==> src/rtl/sgic_pkg.sv <==
// Shared types and codes for the small graph isomorphism checker.
// No dependencies; used by sgic_ctrl, sgic_dp and the top level.
package sgic_pkg;

    localparam logic [1:0] ACT_ADD_ONE  = 2'd0;
    localparam logic [1:0] ACT_ADD_TWO  = 2'd1;
    localparam logic [1:0] ACT_COMPARE  = 2'd2;
    localparam logic [1:0] ACT_RESERVED = 2'd3;   // no effect

    localparam logic [3:0] VCOUNT_RESET = 4'd8;
    localparam logic [4:0] ECOUNT_MAX   = 5'd31;

    typedef struct packed {
        logic load_one;   // add edge to graph one
        logic load_two;   // add edge to graph two
        logic start;      // identity mapping, reset search counters
        logic row_step;   // compare one adjacency row, advance row
        logic heap_step;  // one step of the permutation generator
        logic finish;     // load result register, clear stores
        logic iso;        // result bit for finish
    } sgic_cmd_t;

    typedef struct packed {
        logic cnt_eq;     // edge counts equal
        logic mismatch;   // current row differs under current mapping
        logic row_last;   // current row is the final one
        logic swapped;    // heap step produced a new mapping
        logic perm_done;  // all mappings visited
        logic out_free;   // result register can take a result
    } sgic_stat_t;

endpackage

==> src/rtl/sgic_ctrl.sv <==
// Controller for the graph isomorphism checker: load, row check, permutation step.
// Depends on sgic_pkg.
module sgic_ctrl (
    input  logic               aclk,
    input  logic               aresetn,
    input  logic               in_acc,
    input  logic [1:0]         action,
    input  sgic_pkg::sgic_stat_t stat,
    output sgic_pkg::sgic_cmd_t  cmd,
    output logic               idle
);

    typedef enum logic [3:0] {
        ST_IDLE  = 4'b0001,
        ST_CHECK = 4'b0010,
        ST_HEAP  = 4'b0100,
        ST_FIN   = 4'b1000
    } state_t;

    state_t state_reg, state_next;
    logic   found_reg, found_next;

    assign idle = (state_reg == ST_IDLE);

    always_comb begin
        state_next = state_reg;
        found_next = found_reg;
        cmd        = '0;
        cmd.iso    = found_reg;
        unique case (state_reg)
            ST_IDLE: begin
                if (in_acc) begin
                    unique case (action)
                        sgic_pkg::ACT_ADD_ONE: cmd.load_one = 1'b1;
                        sgic_pkg::ACT_ADD_TWO: cmd.load_two = 1'b1;
                        sgic_pkg::ACT_COMPARE: begin
                            cmd.start  = 1'b1;
                            found_next = 1'b0;
                            state_next = stat.cnt_eq ? ST_CHECK : ST_FIN;
                        end
                        default: ;
                    endcase
                end
            end
            ST_CHECK: begin
                cmd.row_step = 1'b1;
                if (stat.mismatch) begin
                    state_next = ST_HEAP;
                end else if (stat.row_last) begin
                    found_next = 1'b1;
                    state_next = ST_FIN;
                end
            end
            ST_HEAP: begin
                cmd.heap_step = 1'b1;
                if (stat.perm_done) begin
                    state_next = ST_FIN;
                end else if (stat.swapped) begin
                    state_next = ST_CHECK;
                end
            end
            ST_FIN: begin
                if (stat.out_free) begin
                    cmd.finish = 1'b1;
                    state_next = ST_IDLE;
                end
            end
            default: state_next = ST_IDLE;
        endcase
    end

    always_ff @(posedge aclk) begin
        if (!aresetn) begin
            state_reg <= ST_IDLE;
            found_reg <= 1'b0;
        end else begin
            state_reg <= state_next;
            found_reg <= found_next;
        end
    end

endmodule

==> src/rtl/sgic_dp.sv <==
// Datapath: adjacency stores, edge counts, mapping generator, row compare, result register.
// Depends on sgic_pkg.
module sgic_dp #(
    parameter int MAX_VERTICES = 8
) (
    input  logic               aclk,
    input  logic               aresetn,
    input  logic               cfg_wr_en,
    input  logic [3:0]         cfg_wr_data,
    input  logic [3:0]         end_a,
    input  logic [3:0]         end_b,
    input  sgic_pkg::sgic_cmd_t  cmd,
    output sgic_pkg::sgic_stat_t stat,
    output logic               m_valid,
    output logic               m_iso,
    input  logic               m_ready
);

    localparam int IW = (MAX_VERTICES > 1) ? $clog2(MAX_VERTICES) : 1;
    localparam int CW = $clog2(MAX_VERTICES + 1);
    localparam logic [4:0] MV5 = 5'(MAX_VERTICES);

    logic [MAX_VERTICES-1:0] adj1_reg [MAX_VERTICES];
    logic [MAX_VERTICES-1:0] adj2_reg [MAX_VERTICES];
    logic [4:0]              cnt1_reg, cnt2_reg;
    logic [3:0]              vcount_reg;
    logic [IW-1:0]           perm_reg [MAX_VERTICES];
    logic [IW-1:0]           hc_reg   [MAX_VERTICES];
    logic [CW-1:0]           hi_reg;
    logic [IW-1:0]           row_reg;
    logic                    out_valid_reg, out_iso_reg;

    // effective vertex count, clamped to 1..MAX_VERTICES
    logic [4:0]    n_eff;
    always_comb begin
        if (vcount_reg == 4'd0)               n_eff = 5'd1;
        else if ({1'b0, vcount_reg} > MV5)    n_eff = MV5;
        else                                  n_eff = {1'b0, vcount_reg};
    end

    // edge load
    logic                    edge_ok, dup;
    logic [IW-1:0]           ex, ey;
    logic [MAX_VERTICES-1:0] ld_row;
    assign edge_ok = (end_a != 4'd0) && ({1'b0, end_a} <= n_eff) &&
                     (end_b != 4'd0) && ({1'b0, end_b} <= n_eff);
    assign ex      = IW'(end_a - 4'd1);
    assign ey      = IW'(end_b - 4'd1);
    assign ld_row  = cmd.load_one ? adj1_reg[ex] : adj2_reg[ex];
    assign dup     = ld_row[ey];

    // row compare under current mapping
    logic [MAX_VERTICES-1:0] row1, row_map;
    assign row1 = adj1_reg[perm_reg[row_reg]];
    always_comb begin
        for (int j = 0; j < MAX_VERTICES; j++) begin
            row_map[j] = row1[perm_reg[j]];
        end
    end

    // permutation generator step (iterative Heap)
    logic          hi_done, do_swap;
    logic [IW-1:0] hi_idx, sw_idx;
    assign hi_idx  = IW'(hi_reg);
    assign hi_done = ({{(5-CW){1'b0}}, hi_reg} >= n_eff);
    assign do_swap = !hi_done && ({{(CW-IW){1'b0}}, hc_reg[hi_idx]} < hi_reg);
    assign sw_idx  = hi_reg[0] ? hc_reg[hi_idx] : '0;

    assign stat.cnt_eq    = (cnt1_reg == cnt2_reg);
    assign stat.mismatch  = (adj2_reg[row_reg] != row_map);
    assign stat.row_last  = (row_reg == IW'(MAX_VERTICES - 1));
    assign stat.swapped   = do_swap;
    assign stat.perm_done = hi_done;
    assign stat.out_free  = !out_valid_reg || m_ready;

    assign m_valid = out_valid_reg;
    assign m_iso   = out_iso_reg;

    always_ff @(posedge aclk) begin
        if (!aresetn) begin
            for (int i = 0; i < MAX_VERTICES; i++) begin
                adj1_reg[i] <= '0;
                adj2_reg[i] <= '0;
            end
            cnt1_reg      <= '0;
            cnt2_reg      <= '0;
            vcount_reg    <= sgic_pkg::VCOUNT_RESET;
            out_valid_reg <= 1'b0;
        end else begin
            if (cfg_wr_en) vcount_reg <= cfg_wr_data;
            if (m_ready) out_valid_reg <= 1'b0;
            if (cmd.load_one && edge_ok && !dup) begin
                adj1_reg[ex][ey] <= 1'b1;
                adj1_reg[ey][ex] <= 1'b1;
                if (cnt1_reg < sgic_pkg::ECOUNT_MAX) cnt1_reg <= cnt1_reg + 5'd1;
            end
            if (cmd.load_two && edge_ok && !dup) begin
                adj2_reg[ex][ey] <= 1'b1;
                adj2_reg[ey][ex] <= 1'b1;
                if (cnt2_reg < sgic_pkg::ECOUNT_MAX) cnt2_reg <= cnt2_reg + 5'd1;
            end
            if (cmd.finish) begin
                for (int i = 0; i < MAX_VERTICES; i++) begin
                    adj1_reg[i] <= '0;
                    adj2_reg[i] <= '0;
                end
                cnt1_reg      <= '0;
                cnt2_reg      <= '0;
                out_valid_reg <= 1'b1;
            end
        end
    end

    // search state and result payload
    always_ff @(posedge aclk) begin
        if (cmd.finish) out_iso_reg <= cmd.iso;
        if (cmd.start) begin
            for (int i = 0; i < MAX_VERTICES; i++) begin
                perm_reg[i] <= IW'(i);
                hc_reg[i]   <= '0;
            end
            hi_reg  <= CW'(1);
            row_reg <= '0;
        end else if (cmd.row_step) begin
            row_reg <= row_reg + IW'(1);
        end else if (cmd.heap_step) begin
            row_reg <= '0;
            if (do_swap) begin
                perm_reg[sw_idx] <= perm_reg[hi_idx];
                perm_reg[hi_idx] <= perm_reg[sw_idx];
                hc_reg[hi_idx]   <= hc_reg[hi_idx] + IW'(1);
                hi_reg           <= CW'(1);
            end else if (!hi_done) begin
                hc_reg[hi_idx]   <= '0;
                hi_reg           <= hi_reg + CW'(1);
            end
        end
    end

endmodule

==> src/rtl/small_graph_isomorphism_check_top.sv <==
// Top level of the small graph isomorphism checker: stream ports, config, assertions.
// Depends on sgic_pkg, sgic_ctrl and sgic_dp.
//
//  channel   | dir | beat contents
//  ----------+-----+-----------------------------------------------
//  s_axis    | in  | action, end_a, end_b  (one edge or a compare)
//  m_axis    | out | isomorphic            (one beat per compare)
//  cfg       | in  | vertex_count          (write only)
//
// Edge beats are taken while the checker is idle. A compare beat walks the vertex mappings:
// for each mapping the adjacency rows are checked in turn (stopping at the first
// mismatching row, at most MAX_VERTICES), then the permutation generator steps;
// s_tready is low throughout. Reset is synchronous, active low. Edge beats are
// still taken while a result waits on m_axis; a finished compare holds until the
// result register is free.
module small_graph_isomorphism_check_top #(
    parameter int MAX_VERTICES = 8
) (
    input  logic        aclk,
    input  logic        aresetn,
    input  logic        cfg_wr_en,
    input  logic [3:0]  cfg_wr_data,   // vertex_count
    input  logic        s_tvalid,
    output logic        s_tready,
    input  logic [15:0] s_tdata,       // [1:0] action, [5:2] end_a, [9:6] end_b, rest zero
    output logic        m_tvalid,
    input  logic        m_tready,
    output logic [7:0]  m_tdata        // [0] isomorphic, rest zero
);

    sgic_pkg::sgic_cmd_t  cmd;
    sgic_pkg::sgic_stat_t stat;
    logic in_acc, idle, iso;

    assign in_acc   = s_tvalid && s_tready;
    assign s_tready = idle;
    assign m_tdata  = {7'd0, iso};

    sgic_ctrl u_ctrl (
        .aclk    (aclk),
        .aresetn (aresetn),
        .in_acc  (in_acc),
        .action  (s_tdata[1:0]),
        .stat    (stat),
        .cmd     (cmd),
        .idle    (idle)
    );

    sgic_dp #(
        .MAX_VERTICES (MAX_VERTICES)
    ) u_dp (
        .aclk        (aclk),
        .aresetn     (aresetn),
        .cfg_wr_en   (cfg_wr_en),
        .cfg_wr_data (cfg_wr_data),
        .end_a       (s_tdata[5:2]),
        .end_b       (s_tdata[9:6]),
        .cmd         (cmd),
        .stat        (stat),
        .m_valid     (m_tvalid),
        .m_iso       (iso),
        .m_ready     (m_tready)
    );

    // a compare beat closes the input until its result is loaded into the result register
    a_compare_blocks: assert property (@(posedge aclk) disable iff (!aresetn)
        (in_acc && s_tdata[1:0] == sgic_pkg::ACT_COMPARE) |=> !s_tready)
        else $error("input open straight after compare");

    // a new result only comes from the busy phase
    a_result_from_search: assert property (@(posedge aclk) disable iff (!aresetn)
        $rose(m_tvalid) |-> $past(!s_tready))
        else $error("result raised while idle");

    // stores are only loaded while idle
    a_load_when_idle: assert property (@(posedge aclk) disable iff (!aresetn)
        (cmd.load_one || cmd.load_two || cmd.start) |-> idle)
        else $error("load or start outside idle");

endmodule
==> config.mk <==
export PLATFORM = sky130hd
export DESIGN_NAME = small_graph_isomorphism_check_top
export DESIGN_NICKNAME = d
export VERILOG_FILES = /design/src/rtl/sgic_pkg.sv /design/src/rtl/sgic_ctrl.sv /design/src/rtl/sgic_dp.sv /design/src/rtl/small_graph_isomorphism_check_top.sv
export SDC_FILE = /design/constraint.sdc
export NUM_CORES = 1
export LEC_CHECK = 0
export BUFFER_PORTS_ARGS = -buffer_cell sky130_fd_sc_hd__buf_4
export CAP_MARGIN = 15
export CELL_PAD_IN_SITES_DETAIL_PLACEMENT = 1
export CELL_PAD_IN_SITES_GLOBAL_PLACEMENT = 2
export CORE_AREA = 8 8 192 175
export CTS_BUF_LIST = sky130_fd_sc_hd__clkbuf_16
export CTS_CLUSTER_DIAMETER = 100
export CTS_CLUSTER_SIZE = 40
export DETAILED_ROUTE_END_ITERATION = 8
export DIE_AREA = 0 0 200 183
export PLACE_DENSITY_LB_ADDON = 0.1
export SETUP_SLACK_MARGIN = 0.1
export SKIP_LAST_GASP = 1
export SLEW_MARGIN = 0
export SYNTH_ARGS = -nofsm -noshare
export SYNTH_HDL_FRONTEND = slang
export SYNTH_SLANG_ARGS = --single-unit
==> constraint.sdc <==
create_clock -name aclk -period 4.1 [get_ports aclk]
set_input_delay 0.205 -clock aclk [delete_from_list [all_inputs] [get_ports aclk]]
set_output_delay 0.205 -clock aclk [all_outputs]
set_load 0.02 [all_outputs]
==> results of run 1 <==
## cells in the mapped netlist, types with 14 or more instances
| library cell | n |
|---|---|
| sky130_fd_sc_hd__mux4_2 | 46 |
| sky130_fd_sc_hd__nand2_1 | 324 |
| sky130_fd_sc_hd__inv_1 | 27 |
| sky130_fd_sc_hd__a21oi_1 | 34 |
| sky130_fd_sc_hd__xor2_1 | 19 |
| sky130_fd_sc_hd__a22oi_1 | 35 |
| sky130_fd_sc_hd__buf_2 | 14 |
| sky130_fd_sc_hd__a32oi_1 | 18 |
| sky130_fd_sc_hd__nand3_1 | 43 |
| sky130_fd_sc_hd__clkbuf_1 | 50 |
| sky130_fd_sc_hd__and3_1 | 14 |
| sky130_fd_sc_hd__a21o_1 | 42 |
| sky130_fd_sc_hd__xnor2_1 | 14 |
| sky130_fd_sc_hd__nor2_1 | 84 |
| sky130_fd_sc_hd__mux2i_1 | 49 |
| sky130_fd_sc_hd__dfxtp_1 | 161 |
| sky130_fd_sc_hd__ha_1 | 22 |
| sky130_fd_sc_hd__edfxtp_1 | 49 |
| sky130_fd_sc_hd__o21ai_0 | 27 |
| sky130_fd_sc_hd__nor3_1 | 38 |
| sky130_fd_sc_hd__o22ai_1 | 32 |
## worst max-delay path: cells and delay by family (launching register included)
| kind | cells | cell delay (ps) |
|---|---|---|
| compound gates | 3 | 590 |
| xor+xnor | 1 | 200 |
| buf+inv | 4 | 610 |
| flops | 1 | 500 |
| mux | 4 | 1580 |
| simple gates | 3 | 570 |
## worst max-delay path by stage
stage	start	cells after the start	slack (ps)	endpoint
6_report	u_dp.perm_reg[1][0]	15	-30	u_ctrl.found_reg
5_1_grt	u_dp.perm_reg[1][0]	14	-170	u_ctrl.found_reg
2_1_floorplan	s_tdata[2]	16	510	u_dp.adj2_reg[4][4]
3_5_place_dp	register	13	8	u_ctrl.found_reg
4_1_cts	register	14	110	u_ctrl.state_reg[3]
3_3_place_gp	u_dp.perm_reg[3][0]	13	130	u_ctrl.found_reg
## stage by stage
stage,utilization [%],setup WS [ps],cell area (um^2),setup TNS (ps),total power [W]
2_1_floorplan,-,511.4,11970,0,0.003789
3_3_place_gp,43.47,128.7,13240,0,0.004635
3_5_place_dp,43.47,7.949,13240,0,0.004672
4_1_cts,45.45,112.7,13840,0,0.006166
5_1_grt,46.06,-165.8,14030,-408.5,0.006629
6_report,46.06,-26.18,14030,-51.59,0.006354
## cell type report
cell class	instances	area, um^2	share of cell area [%]
Clock buffer	11	275.3	1.963
Tap cell	409	511.7	3.649
Sequential cell	210	4700	33.51
Clock inverter	6	78.83	0.5620
Multi-Input combinational cell	1013	6915	49.30
Timing Repair Buffer	175	1436	10.24
Inverter	29	108.9	0.7761
## routing by layer
metal | wire length (um) | part of all wire (%)
met4 | 935 | 2.1
met2 | 19780 | 44
met5 | 0 | 0
met3 | 3426 | 7.6
met1 | 20780 | 46
## kinds of logic (layout without fill, tap and decap cells)
| group | after synthesis | count (layout) | share of synthesized area, % |
|---|---|---|---|
| compound gates | 275 | 275 | 17.01 |
| simple gates | 571 | 571 | 20.96 |
| buf+inv | 112 | 221 | 4.325 |
| flops | 210 | 210 | 39.30 |
| xor+xnor | 33 | 33 | 2.419 |
| fa+ha+maj | 22 | 22 | 2.304 |
| other cells | 1 | 7 | 0.03139 |
| mux | 104 | 105 | 13.66 |
## what timing repair did
action | in CTS | in global routing
hold buffers | 7 | 0
endpoints found under the hold margin | 5 | 0
setup endpoints to repair | 4 | 4
pin swaps | 11 | 12
cloned | 1 | 0
setup buffers | 10 | 17
resized for setup | 18 | 13
## report_power, final
group	leakage (nW)	total, W	switching (W)	internal, W
registers	1.72	0.00227	0.0000797	0.00219
clock network	0.172	0.00132	0.000782	0.000540
logic	3.94	0.00277	0.00153	0.00123
## cells in the final DEF, fill, tap and decap left out, types with 34 or more instances in the layout
| cell | count |
|---|---|
| sky130_fd_sc_hd__dfxtp_1 | 159 |
| sky130_fd_sc_hd__mux2i_1 | 49 |
| sky130_fd_sc_hd__buf_4 | 155 |
| sky130_fd_sc_hd__nand2_1 | 322 |
| sky130_fd_sc_hd__nor3_1 | 36 |
| sky130_fd_sc_hd__edfxtp_1 | 49 |
| sky130_fd_sc_hd__mux4_2 | 46 |
| sky130_fd_sc_hd__a22oi_1 | 35 |
| sky130_fd_sc_hd__a21oi_1 | 34 |
| sky130_fd_sc_hd__nor2_1 | 83 |
| sky130_fd_sc_hd__nand3_1 | 43 |
| sky130_fd_sc_hd__a21o_1 | 41 |
==> summary.md, run 1 <==
| Metric | Value |
|---|---|
| Max IR drop VDD | 0.0002385 V |
| Number of enable-type register cells in the synthesized netlist | 49 |
| Violated checks | negative setup slack |
| Clock slew at reported path FFs | between 100 and 150 ps |
| TritonCTS Buffers | 11 |
| Power density relative to cell area | 453.0 nW/um^2 |
| Worst Hold Depth | 3 |
| Placer congestion estimate | 0.9341 |
| Count of unique library cells instantiated by Yosys | between 70 and 80 |
| Synthesized instance count | between 1000 and 1500 |
| Synth Warn # | 0 |
| Top FF cell, synth | sky130_fd_sc_hd__dfxtp_1 |
| Final net count | 1487 |
| Min Tclk post-route | 4126 ps |
| Worst flop-to-flop path startpoint | u_dp.perm_reg[1][0] |
| Worst Max-Slew Pin Slew | 954.1 ps |
| Max Buffers Root-to-Sink | 3 |
| Worst min-delay path class | in2reg |
| Share of layout cells above drive strength 1 | 18.91% |
| Skew-Pair Late Insertion Delay | about 500 ps |
| Remaining routing DRC violations | 0 |
| Worst path required time | 4530 ps |
| Global routing's busiest layer | met2 |
| Cell count of the worst reg-to-reg path | 15 |
| Wire length of the first global-routing pass | 68.42 mm |
| Antenna Nets Post-Route | 0 |
| Unrepaired setup endpoints after global routing | true |
| Starting utilization of the core area | 39.23% |
| Category of the worst setup path launch point | register |
| Number of detailed-route iterations in the first pass | 7 |
| Final setup slack of the worst path | -26.18 ps |
| Worst Path Arrival | around 4600 ps |
| Final hold slack | 31.53 ps |
| Via count of the first global-routing pass | 10950 |
| Total routing resource utilization after global routing | roughly a quarter |
| Crit-path max FO | 5 |
| Category of the most critical setup path | reg2reg |
| Number of top-level pins | 35 |
| Number of vias after detailed routing | 11100 |
| Met1 demand-to-capacity share in global routing | 35.12% |
| FF-to-FF End | u_ctrl.found_reg |
| TritonCTS clock tree | done |
| Number of synthesized register bits | 210 |
| Global-route met2 utilization | ~37% |
| Port Buffers | 21 |
| Most area-hungry cell type in the Yosys netlist | sky130_fd_sc_hd__dfxtp_1 |
| Count of H-tree levels built during CTS | 1 |
| Share of the yosys chip area belonging to registers | just under 40% |
| Final Hold Viols | 0 |
| HPWL reported at the end of detailed placement | 34.58 mm |
| Leak | 5.825 nW |
| Register-to-register path setup slack | -30 ps |
| Number of standard cells in the final layout excluding fillers | 1853 |
| Core area | 30450 um^2 |
| Endpoint of the worst hold-timing path | u_dp.vcount_reg[0] |
| Full die area | between 30000 and 40000 um^2 |
| Clk_skew | between 40 and 50 ps |
| Rel. slew slack | 34.57% |
| Root buffer cell | sky130_fd_sc_hd__clkbuf_16 |
| Slowest cell on the critical path | sky130_fd_sc_hd__mux4_2 |
| Pin count of the biggest net entering global routing | 89 |
| Violation count after the first detailed-routing iteration | between 900 and 1000 |
| DP Cell Count | 1801 |
| Main area contributors after synthesis | sky130_fd_sc_hd__dfxtp_1, sky130_fd_sc_hd__edfxtp_1, sky130_fd_sc_hd__nand2_1 |
| Detailed-route wire length | 44.93 mm |
| Post-synthesis instance area | 11950 um^2 |
| Worst stage delay on the critical path | 590 ps |
| Maximum frequency from static timing analysis | 0.2424 GHz |
| Share of the clock period used by the worst path after layout | 100.6% |
| Share of synthesized flip-flops with an asynchronous set or reset | 0% |
| Proportion of netlist area held by the largest area contributor | 26.98% |
| Die W | ~200 um |
| Antenna violations before repair | 0 |
| WL per Instance | 24.25 um |
| Max-slew violations | 0 |
| P&R area growth vs syn | 17.41% |
| Diodes inserted | 0 |
| Result of the run | finished with violations |
| Beginning of the worst hold path | cfg_wr_en |
| Kind of capture point of the worst setup path | register |
| Number of cell rows | ~60 |
| Number of clock sinks seen by CTS | 210 |
| Remaining Overflow, GRT | 0 |
| Count of endpoints failing setup in the final report | 2 |
| Met3 track demand over resource in global routing | 4.929% |
| Vias per Instance | 5.992 |
| Number of fill cells | 3538 |
| Maximum Capacitance Violations | 0 |
| Cell-by-cell listing of the critical path | mux2_4 > mux4_2 > mux2i_1 > a32oi_2 > buf_4 > nand2_2 > buf_6 > buf_6 > mux4_2 > xor2_2 > o2bb2ai_2 > nor4_4 > buf_4 > nand4_1 > a21boi_1 |
| Post-synthesis average cell area | 8.996 um^2 |
| Die Y-Extent | approximately 180 um |
Power figures use the tool's default switching activity.
==> run 2: changes to the inputs <==
--- a/config.mk
+++ b/config.mk
@@ -16,7 +16,6 @@
 export DETAILED_ROUTE_END_ITERATION = 8
 export DIE_AREA = 0 0 200 183
 export PLACE_DENSITY_LB_ADDON = 0.1
-export SETUP_SLACK_MARGIN = 0.1
 export SKIP_LAST_GASP = 1
 export SLEW_MARGIN = 0
 export SYNTH_ARGS = -nofsm -noshare
==> summary.md, run 2 (same netlist as run 1, synthesis figures left out) <==
| Metric | Value |
|---|---|
| Number of top-level pins | 35 |
| Starting utilization of the core area | approximately two fifths |
| Cell count of the worst reg-to-reg path | 14 |
| Number of buffer and inverter stages on the critical path | 3 |
| Register-to-register path setup slack | 70 ps |
| Sequential cell area | 4700 um^2 |
| Total routing resource utilization after global routing | 24.30% |
| Crit-path max FO | 5 |
| Commonest non-fill, non-tap cell in the layout | sky130_fd_sc_hd__nand2_1 |
| Power density relative to cell area | 447.8 nW/um^2 |
| Share of layout cells above drive strength 1 | 18.95% |
| Number of cell rows | 61 |
| TritonCTS Buffers | 11 |
| Max Buffers Root-to-Sink | 3 |
| Share of the clock period used by the worst path after layout | 98.19% |
| Min Tclk post-route | 4026 ps |
| Beginning of the worst hold path | cfg_wr_en |
| Count of H-tree levels built during CTS | 1 |
| Via count of the first global-routing pass | 10870 |
| Maximum Capacitance Violations | 0 |
| P&R area growth vs syn | 17.13% |
| Remaining Overflow, GRT | 0 |
| Post-place setup slack | roughly 7.9 ps |
| Skew-Pair Late Insertion Delay | 510 ps |
| Max-slew violations | 0 |
| Unrepaired setup endpoints after global routing | true |
| Slowest cell on the critical path | sky130_fd_sc_hd__mux4_2 |
| Endpoint of the worst hold-timing path | u_dp.vcount_reg[0] |
| Area after DPL | about 13000 um^2 |
| Root buffer cell | sky130_fd_sc_hd__clkbuf_16 |
| Detailed-route wire length | 44.76 mm |
| Worst Max-Slew Pin Slew | 970.1 ps |
| Final hold slack | 32.02 ps |
| Worst Path Arrival | 4450 ps |
| Vias per Instance | 6.015 |
| Antenna violations before repair | 0 |
| WL per Instance | between 20 and 25 um |
| Delay-heaviest family, CP | multiplexers |
| Category of the most critical setup path | reg2reg |
| Result of the run | completed |
| Number of vias after detailed routing | 11090 |
| TritonCTS clock tree | done |
| Leak | 5.788 nW |
| Core area | 30450 um^2 |
| Count of endpoints failing setup in the final report | 0 |
| Wire length of the first global-routing pass | 68.41 mm |
| Clock slew at reported path FFs | roughly 140 ps |
| Rel. slew slack | 33.47% |
| Clk_skew | 45.10 ps |
| Worst path required time | 4520 ps |
| Post-route standard cell area excluding fillers | ~14000 um^2 |
| Most frequent cells in the layout | sky130_fd_sc_hd__nand2_1, sky130_fd_sc_hd__dfxtp_1, sky130_fd_sc_hd__buf_4, sky130_fd_sc_hd__nor2_1, sky130_fd_sc_hd__edfxtp_1 |
| Kind of capture point of the worst setup path | register |
| Full die area | 36600 um^2 |
| FF-to-FF End | u_ctrl.state_reg[3] |
| Worst Hold Depth | 3 |
| Pin count of the biggest net entering global routing | 89 |
| Number of clock sinks seen by CTS | 210 |
| Violation count after the first detailed-routing iteration | 876 |
| Number of detailed-route iterations in the first pass | 5 |
| Area of combinational cells with multiple inputs | 6942 um^2 |
| Diodes inserted | 0 |
| Final Hold Viols | 0 |
| Placer congestion estimate | 0.9341 |
| Cell-by-cell listing of the critical path | mux2_4 > mux4_2 > mux2i_1 > a32oi_2 > buf_4 > nand2_2 > buf_6 > mux4_2 > xor2_1 > a22o_1 > nor4_4 > buf_4 > nand4_1 > a21oi_1 |
| Category of the worst setup path launch point | register |
| Maximum frequency from static timing analysis | 0.2484 GHz |
| Antenna Nets Post-Route | 0 |
| Max IR drop VDD | 0.0002385 V |
| Final setup slack of the worst path | around 74 ps |
| Die Y-Extent | 183 um |
| Final net count | 1478 |
| HPWL reported at the end of detailed placement | 34.58 mm |
| Total negative slack | 0 ps |
| Worst flop-to-flop path startpoint | u_dp.perm_reg[3][0] |
| Number of fill cells | 3522 |
| Die W | 200 um |
| Worst min-delay path class | in2reg |
| Worst stage delay on the critical path | 590 ps |
| Port Buffers | 21 |
| Remaining routing DRC violations | 0 |
[run 2: cell count changes in the layout (fill, tap and decap cells not counted), moves of 2 or more]
cell | before | now
sky130_fd_sc_hd__buf_4 | 155 | 146
sky130_fd_sc_hd__nand2_1 | 322 | 318
sky130_fd_sc_hd__and2_4 | 1 | 3
sky130_fd_sc_hd__a32oi_1 | 9 | 7
sky130_fd_sc_hd__nand2_2 | 3 | 7
sky130_fd_sc_hd__and2_1 | 7 | 5
sky130_fd_sc_hd__a32oi_2 | 9 | 11
[run 2: worst register-to-register path, cell delays in order, from the launching register on]
cell and delay [ps]:
sky130_fd_sc_hd__edfxtp_1 500, sky130_fd_sc_hd__mux2_4 320, sky130_fd_sc_hd__mux4_2 590, sky130_fd_sc_hd__mux2i_1 180
sky130_fd_sc_hd__a32oi_2 250, sky130_fd_sc_hd__buf_4 180, sky130_fd_sc_hd__nand2_2 50, sky130_fd_sc_hd__buf_6 120
sky130_fd_sc_hd__mux4_2 460, sky130_fd_sc_hd__xor2_1 150, sky130_fd_sc_hd__a22o_1 260, sky130_fd_sc_hd__nor4_4 360
sky130_fd_sc_hd__buf_4 200, sky130_fd_sc_hd__nand4_1 150, sky130_fd_sc_hd__a21oi_1 190
[run 2: what timing repair did]
action,in CTS,in global routing
endpoints found under the setup margin,3,4
cloned,1,0
hold buffers,7,0
endpoints found under the hold margin,5,0
gates resized for setup,2,36
pin swaps,0,16
setup buffers,0,18
[run 2: where the power goes]
group | internal (W) | switching (W)
combinational | 0.00118 | 0.00150
clock | 0.000540 | 0.000782
sequential | 0.00219 | 0.0000794
total | 0.00390 | 0.00236
[run 2: routing by layer]
metal | part of all wire (%) | routed length [um] | up-vias | GRT usage (%)
met4 | 2.4 | 1076 | 0 | 5.647
li1 | - | - | 5068 | -
met2 | 44 | 19700 | 401 | 36.90
met5 | 0 | 0 | - | 0
met1 | 46 | 20800 | 5551 | 35.22
met3 | 7.1 | 3190 | 71 | 4.525
[run 2: worst max-delay path by stage]
stage | from | endpoint | slack (ps) | cells after the start
detailed placement | register | u_ctrl.found_reg | 8 | 13
CTS | u_dp.perm_reg[3][0] | u_ctrl.state_reg[3] | 10 | 14
finish | u_dp.perm_reg[3][0] | u_ctrl.state_reg[3] | 70 | 14
global route | u_dp.perm_reg[1][0] | u_ctrl.found_reg | -120 | 13
floorplan | s_tdata[2] | u_dp.adj2_reg[4][4] | 510 | 16
global placement | u_dp.perm_reg[3][0] | u_ctrl.found_reg | 130 | 13
[run 2: area by class of cell]
class / count / area share (%)
sequential: 210 / 33.58
inverter: 29 / 0.7779
timing repair buffer: 166 / 9.844
tap: 409 / 3.657
multi-input combinational: 1013 / 49.61
clock buffer: 11 / 1.967
clock inverter: 6 / 0.5633
[run 2: metrics by stage]
stage	std cells	total power, W	util [%]
after floorplan	1334	0.003789	-
after global placement	1801	0.004635	43.47
after detailed placement	1801	0.004672	43.47
after CTS	1826	0.006010	44.98
after global routing	1844	0.006548	45.95
final	1844	0.006266	45.95
==> run 3: changes to the inputs <==
--- a/config.mk
+++ b/config.mk
@@ -9,15 +9,16 @@
 export CAP_MARGIN = 15
 export CELL_PAD_IN_SITES_DETAIL_PLACEMENT = 1
 export CELL_PAD_IN_SITES_GLOBAL_PLACEMENT = 2
-export CORE_AREA = 8 8 192 175
+export CORE_AREA = 8 8 193 177
 export CTS_BUF_LIST = sky130_fd_sc_hd__clkbuf_16
 export CTS_CLUSTER_DIAMETER = 100
 export CTS_CLUSTER_SIZE = 40
 export DETAILED_ROUTE_END_ITERATION = 8
-export DIE_AREA = 0 0 200 183
+export DIE_AREA = 0 0 201 185
 export PLACE_DENSITY_LB_ADDON = 0.1
 export SKIP_LAST_GASP = 1
 export SLEW_MARGIN = 0
 export SYNTH_ARGS = -nofsm -noshare
 export SYNTH_HDL_FRONTEND = slang
+export SYNTH_HIERARCHICAL = 1
 export SYNTH_SLANG_ARGS = --single-unit
==> summary.md, run 3 <==
| Metric | Value |
|---|---|
| Number of synthesized register bits | 210 |
| Number of fill cells | 3479 |
| Top FF cell, synth | sky130_fd_sc_hd__dfxtp_1 |
| Met1 demand-to-capacity share in global routing | 37.46% |
| Unrepaired setup endpoints after global routing | true |
| Kind of capture point of the worst setup path | register |
| Max-slew violations | 0 |
| Worst Path Arrival | 4550 ps |
| Remaining routing DRC violations | 0 |
| Share of synthesized area spent on multiplexers | between 10% and 20% |
| Starting utilization of the core area | about 40% |
| Final net count | between 1000 and 1500 |
| Worst Max-Slew Pin Slew | between 1000 and 1500 ps |
| Total routing resource utilization after global routing | 26.48% |
| Cell count of the worst reg-to-reg path | 15 |
| Number of cell rows | a little over 60 |
| Antenna violations before repair | 2 |
| Wire length of the first global-routing pass | 75.93 mm |
| Global routing's busiest layer | met2 |
| Maximum frequency from static timing analysis | 0.2447 GHz |
| TritonCTS Buffers | 12 |
| Crit-path max FO | 8 |
| Sequential cell area | 4696 um^2 |
| Share of layout cells above drive strength 1 | between 20% and 30% |
| Number of vias after detailed routing | 11690 |
| Max IR drop VDD | 0.0003116 V |
| Category of the worst setup path launch point | register |
| Register-to-register path setup slack | 10 ps |
| Worst setup startpoint | u_dp/perm_reg[5][0] |
| P&R area growth vs syn | 16.22% |
| Clk_skew | 53.98 ps |
| Post-synthesis simple-gate area fraction | 16.85% |
| Util after Layout | 46.63% |
| Final hold slack | 78.28 ps |
| Worst Hold Depth | 4 |
| Share of the clock period used by the worst path after layout | 99.68% |
| Detailed-route wire length | between 50 and 60 mm |
| Final Hold Viols | 0 |
| Worst flop-to-flop path startpoint | u_dp/perm_reg[5][0] |
| Max Buffers Root-to-Sink | 3 |
| Pin count of the biggest net entering global routing | a little under 80 |
| Post-synthesis instance area | approximately 12000 um^2 |
| Most area-hungry cell type in the Yosys netlist | sky130_fd_sc_hd__dfxtp_1 |
| Full die area | approximately 37000 um^2 |
| Main area contributors after synthesis | sky130_fd_sc_hd__dfxtp_1, sky130_fd_sc_hd__edfxtp_1, sky130_fd_sc_hd__mux4_2 |
| Port Buffers | 21 |
| Beginning of the worst hold path | s_tdata[0] |
| Met3 track demand over resource in global routing | around 5.0% |
| Main combinational cell family by area after synthesis | compound AO/OA/AOI/OAI gates |
| Synthesized instance count | between 1000 and 1500 |
| Leak | about 5.2 nW |
| Global-route met2 utilization | around 41% |
| Number of enable-type register cells in the synthesized netlist | around 50 |
| Count of endpoints failing setup in the final report | 0 |
| Most numerous cell types in the synthesized netlist | sky130_fd_sc_hd__nand2_1, sky130_fd_sc_hd__dfxtp_1, sky130_fd_sc_hd__o221ai_1, sky130_fd_sc_hd__nor2_1, sky130_fd_sc_hd__mux2i_1 |
| Vias per Instance | 6.476 |
| Rel. slew slack | 25.93% |
| WL per Instance | 28.05 um |
| Commonest non-fill, non-tap cell in the layout | sky130_fd_sc_hd__nand2_1 |
| Number of clock sinks seen by CTS | 210 |
| Share of synthesized flip-flops with an asynchronous set or reset | 0% |
| Via count of the first global-routing pass | 11750 |
| Clock slew at reported path FFs | 140 ps |
| Count of H-tree levels built during CTS | 1 |
| Placer congestion estimate | approximately 0.94 |
| Result of the run | completed |
| Number of detailed-route iterations in the first pass | 5 |
| Synth Warn # | 6 |
| Share of the yosys chip area belonging to registers | 37.61% |
| Root buffer cell | sky130_fd_sc_hd__clkbuf_16 |
| Antenna Nets Post-Route | 0 |
| Count of unique library cells instantiated by Yosys | 71 |
| Endpoint of the worst hold-timing path | u_ctrl/state_reg[0] |
| Area of combinational cells with multiple inputs | 7393 um^2 |
| Xor and xnor fraction of the mapped netlist area | 1.604% |
| Diodes inserted | 0 |
| Worst min-delay path class | in2reg |
| Most frequent cells in the layout | sky130_fd_sc_hd__nand2_1, sky130_fd_sc_hd__dfxtp_1, sky130_fd_sc_hd__buf_4, sky130_fd_sc_hd__o221ai_1, sky130_fd_sc_hd__nor2_1 |
| Core area | 31110 um^2 |
| Adder and majority gate portion of the synthesized area | 3.008% |
| Remaining Overflow, GRT | 0 |
| Power density relative to cell area | 488.0 nW/um^2 |
| Min Tclk post-route | 4087 ps |
| Overall power | 0.007079 W |
| Number of top-level pins | 35 |
| Worst path required time | 4560 ps |
| Die W | about 200 um |
| Violation count after the first detailed-routing iteration | 1141 |
| Die Y-Extent | 185 um |
| FF-to-FF End | u_ctrl/state_reg[1] |
| Compound-cell area share of the yosys netlist | 18.89% |
| Maximum Capacitance Violations | 0 |
| Proportion of netlist area held by the largest area contributor | 25.82% |
| Skew-Pair Late Insertion Delay | 530 ps |
| Dominant cell by count in the synthesized netlist | sky130_fd_sc_hd__nand2_1 |
| TritonCTS clock tree | done |
| Category of the most critical setup path | reg2reg |
| HPWL reported at the end of detailed placement | around 37 mm |
| Post-synthesis average cell area | ~9.6 um^2 |
[run 3: logic make-up after synthesis]
| family | Yosys count |
|---|---|
| flops | 210 |
| mux | 151 |
| xor+xnor | 22 |
| buf+inv | 127 |
| fa+ha+maj | 30 |
| simple gates | 454 |
| other cells | 1 |
| compound gates | 308 |
[run 3: area by class of cell]
cell class	count	share of cell area, %
timing repair buffer	164	9.609
clock inverter	7	0.6211
inverter	23	0.5952
multi-input combinational	972	50.97
tap	416	3.588
clock buffer	13	2.243
sequential	210	32.37
[run 3: how the worst max path moves through the flow]
| stage | cells after the start | to |
|---|---|---|
| 5_1_grt | 15 | u_ctrl/state_reg[1] |
| 6_report | 15 | u_ctrl/state_reg[1] |
| 3_3_place_gp | 15 | u_ctrl/state_reg[3] |
| 4_1_cts | 16 | u_ctrl/state_reg[1] |
| 3_5_place_dp | 15 | u_ctrl/state_reg[3] |
| 2_1_floorplan | 13 | u_dp/cnt1_reg[2] |
[run 3: per-stage QoR]
| step | area [um^2] | cells | TNS, ps | setup slack [ps] |
|---|---|---|---|---|
| after global routing | 14510 | 1805 | -564.2 | -171.5 |
| final | 14510 | 1805 | 0 | 13.28 |
| after global placement | 13680 | 1759 | -429.7 | -221.6 |
| after CTS | 14440 | 1803 | -45.37 | -45.37 |
| after detailed placement | 13680 | 1759 | -688.8 | -307.2 |
| after floorplan | 12500 | 1309 | 0 | 184.0 |
[run 3: timing repair]
item                       CTS  global route
setup endpoints to repair    3            60
pin swaps                   17            10
hold buffers                12             0
hold endpoints to repair     5             0
resized for setup           24            15
buffers inserted             9             2
cloned                       3             0
[run 3: metal layers]
layer	part of all wire, %	vias up
met5	0	-
met4	2.8	0
met3	9.2	97
met2	43	557
met1	45	5919
li1	-	5116
[run 3: worst max-delay path, cell delays in order, from the launching register on]
cell	delay, ps
sky130_fd_sc_hd__edfxtp_1	450
sky130_fd_sc_hd__mux4_2	530
sky130_fd_sc_hd__mux2i_4	230
sky130_fd_sc_hd__buf_6	180
sky130_fd_sc_hd__buf_16	140
sky130_fd_sc_hd__mux2i_1	90
sky130_fd_sc_hd__a22oi_1	240
sky130_fd_sc_hd__nand2_2	160
sky130_fd_sc_hd__buf_4	180
sky130_fd_sc_hd__mux4_2	450
sky130_fd_sc_hd__xor2_1	170
sky130_fd_sc_hd__a211oi_2	290
sky130_fd_sc_hd__nand4_1	210
sky130_fd_sc_hd__buf_4	200
sky130_fd_sc_hd__or3_4	340
sky130_fd_sc_hd__a211oi_2	170
[run 3: report_power, final]
group          internal (W)  switching [W]  leakage, nW  total, W
logic               0.00137        0.00190         3.26   0.00328
clock network      0.000648       0.000820        0.215   0.00147
registers           0.00222       0.000111         1.72   0.00233
total               0.00424        0.00284         5.19   0.00708
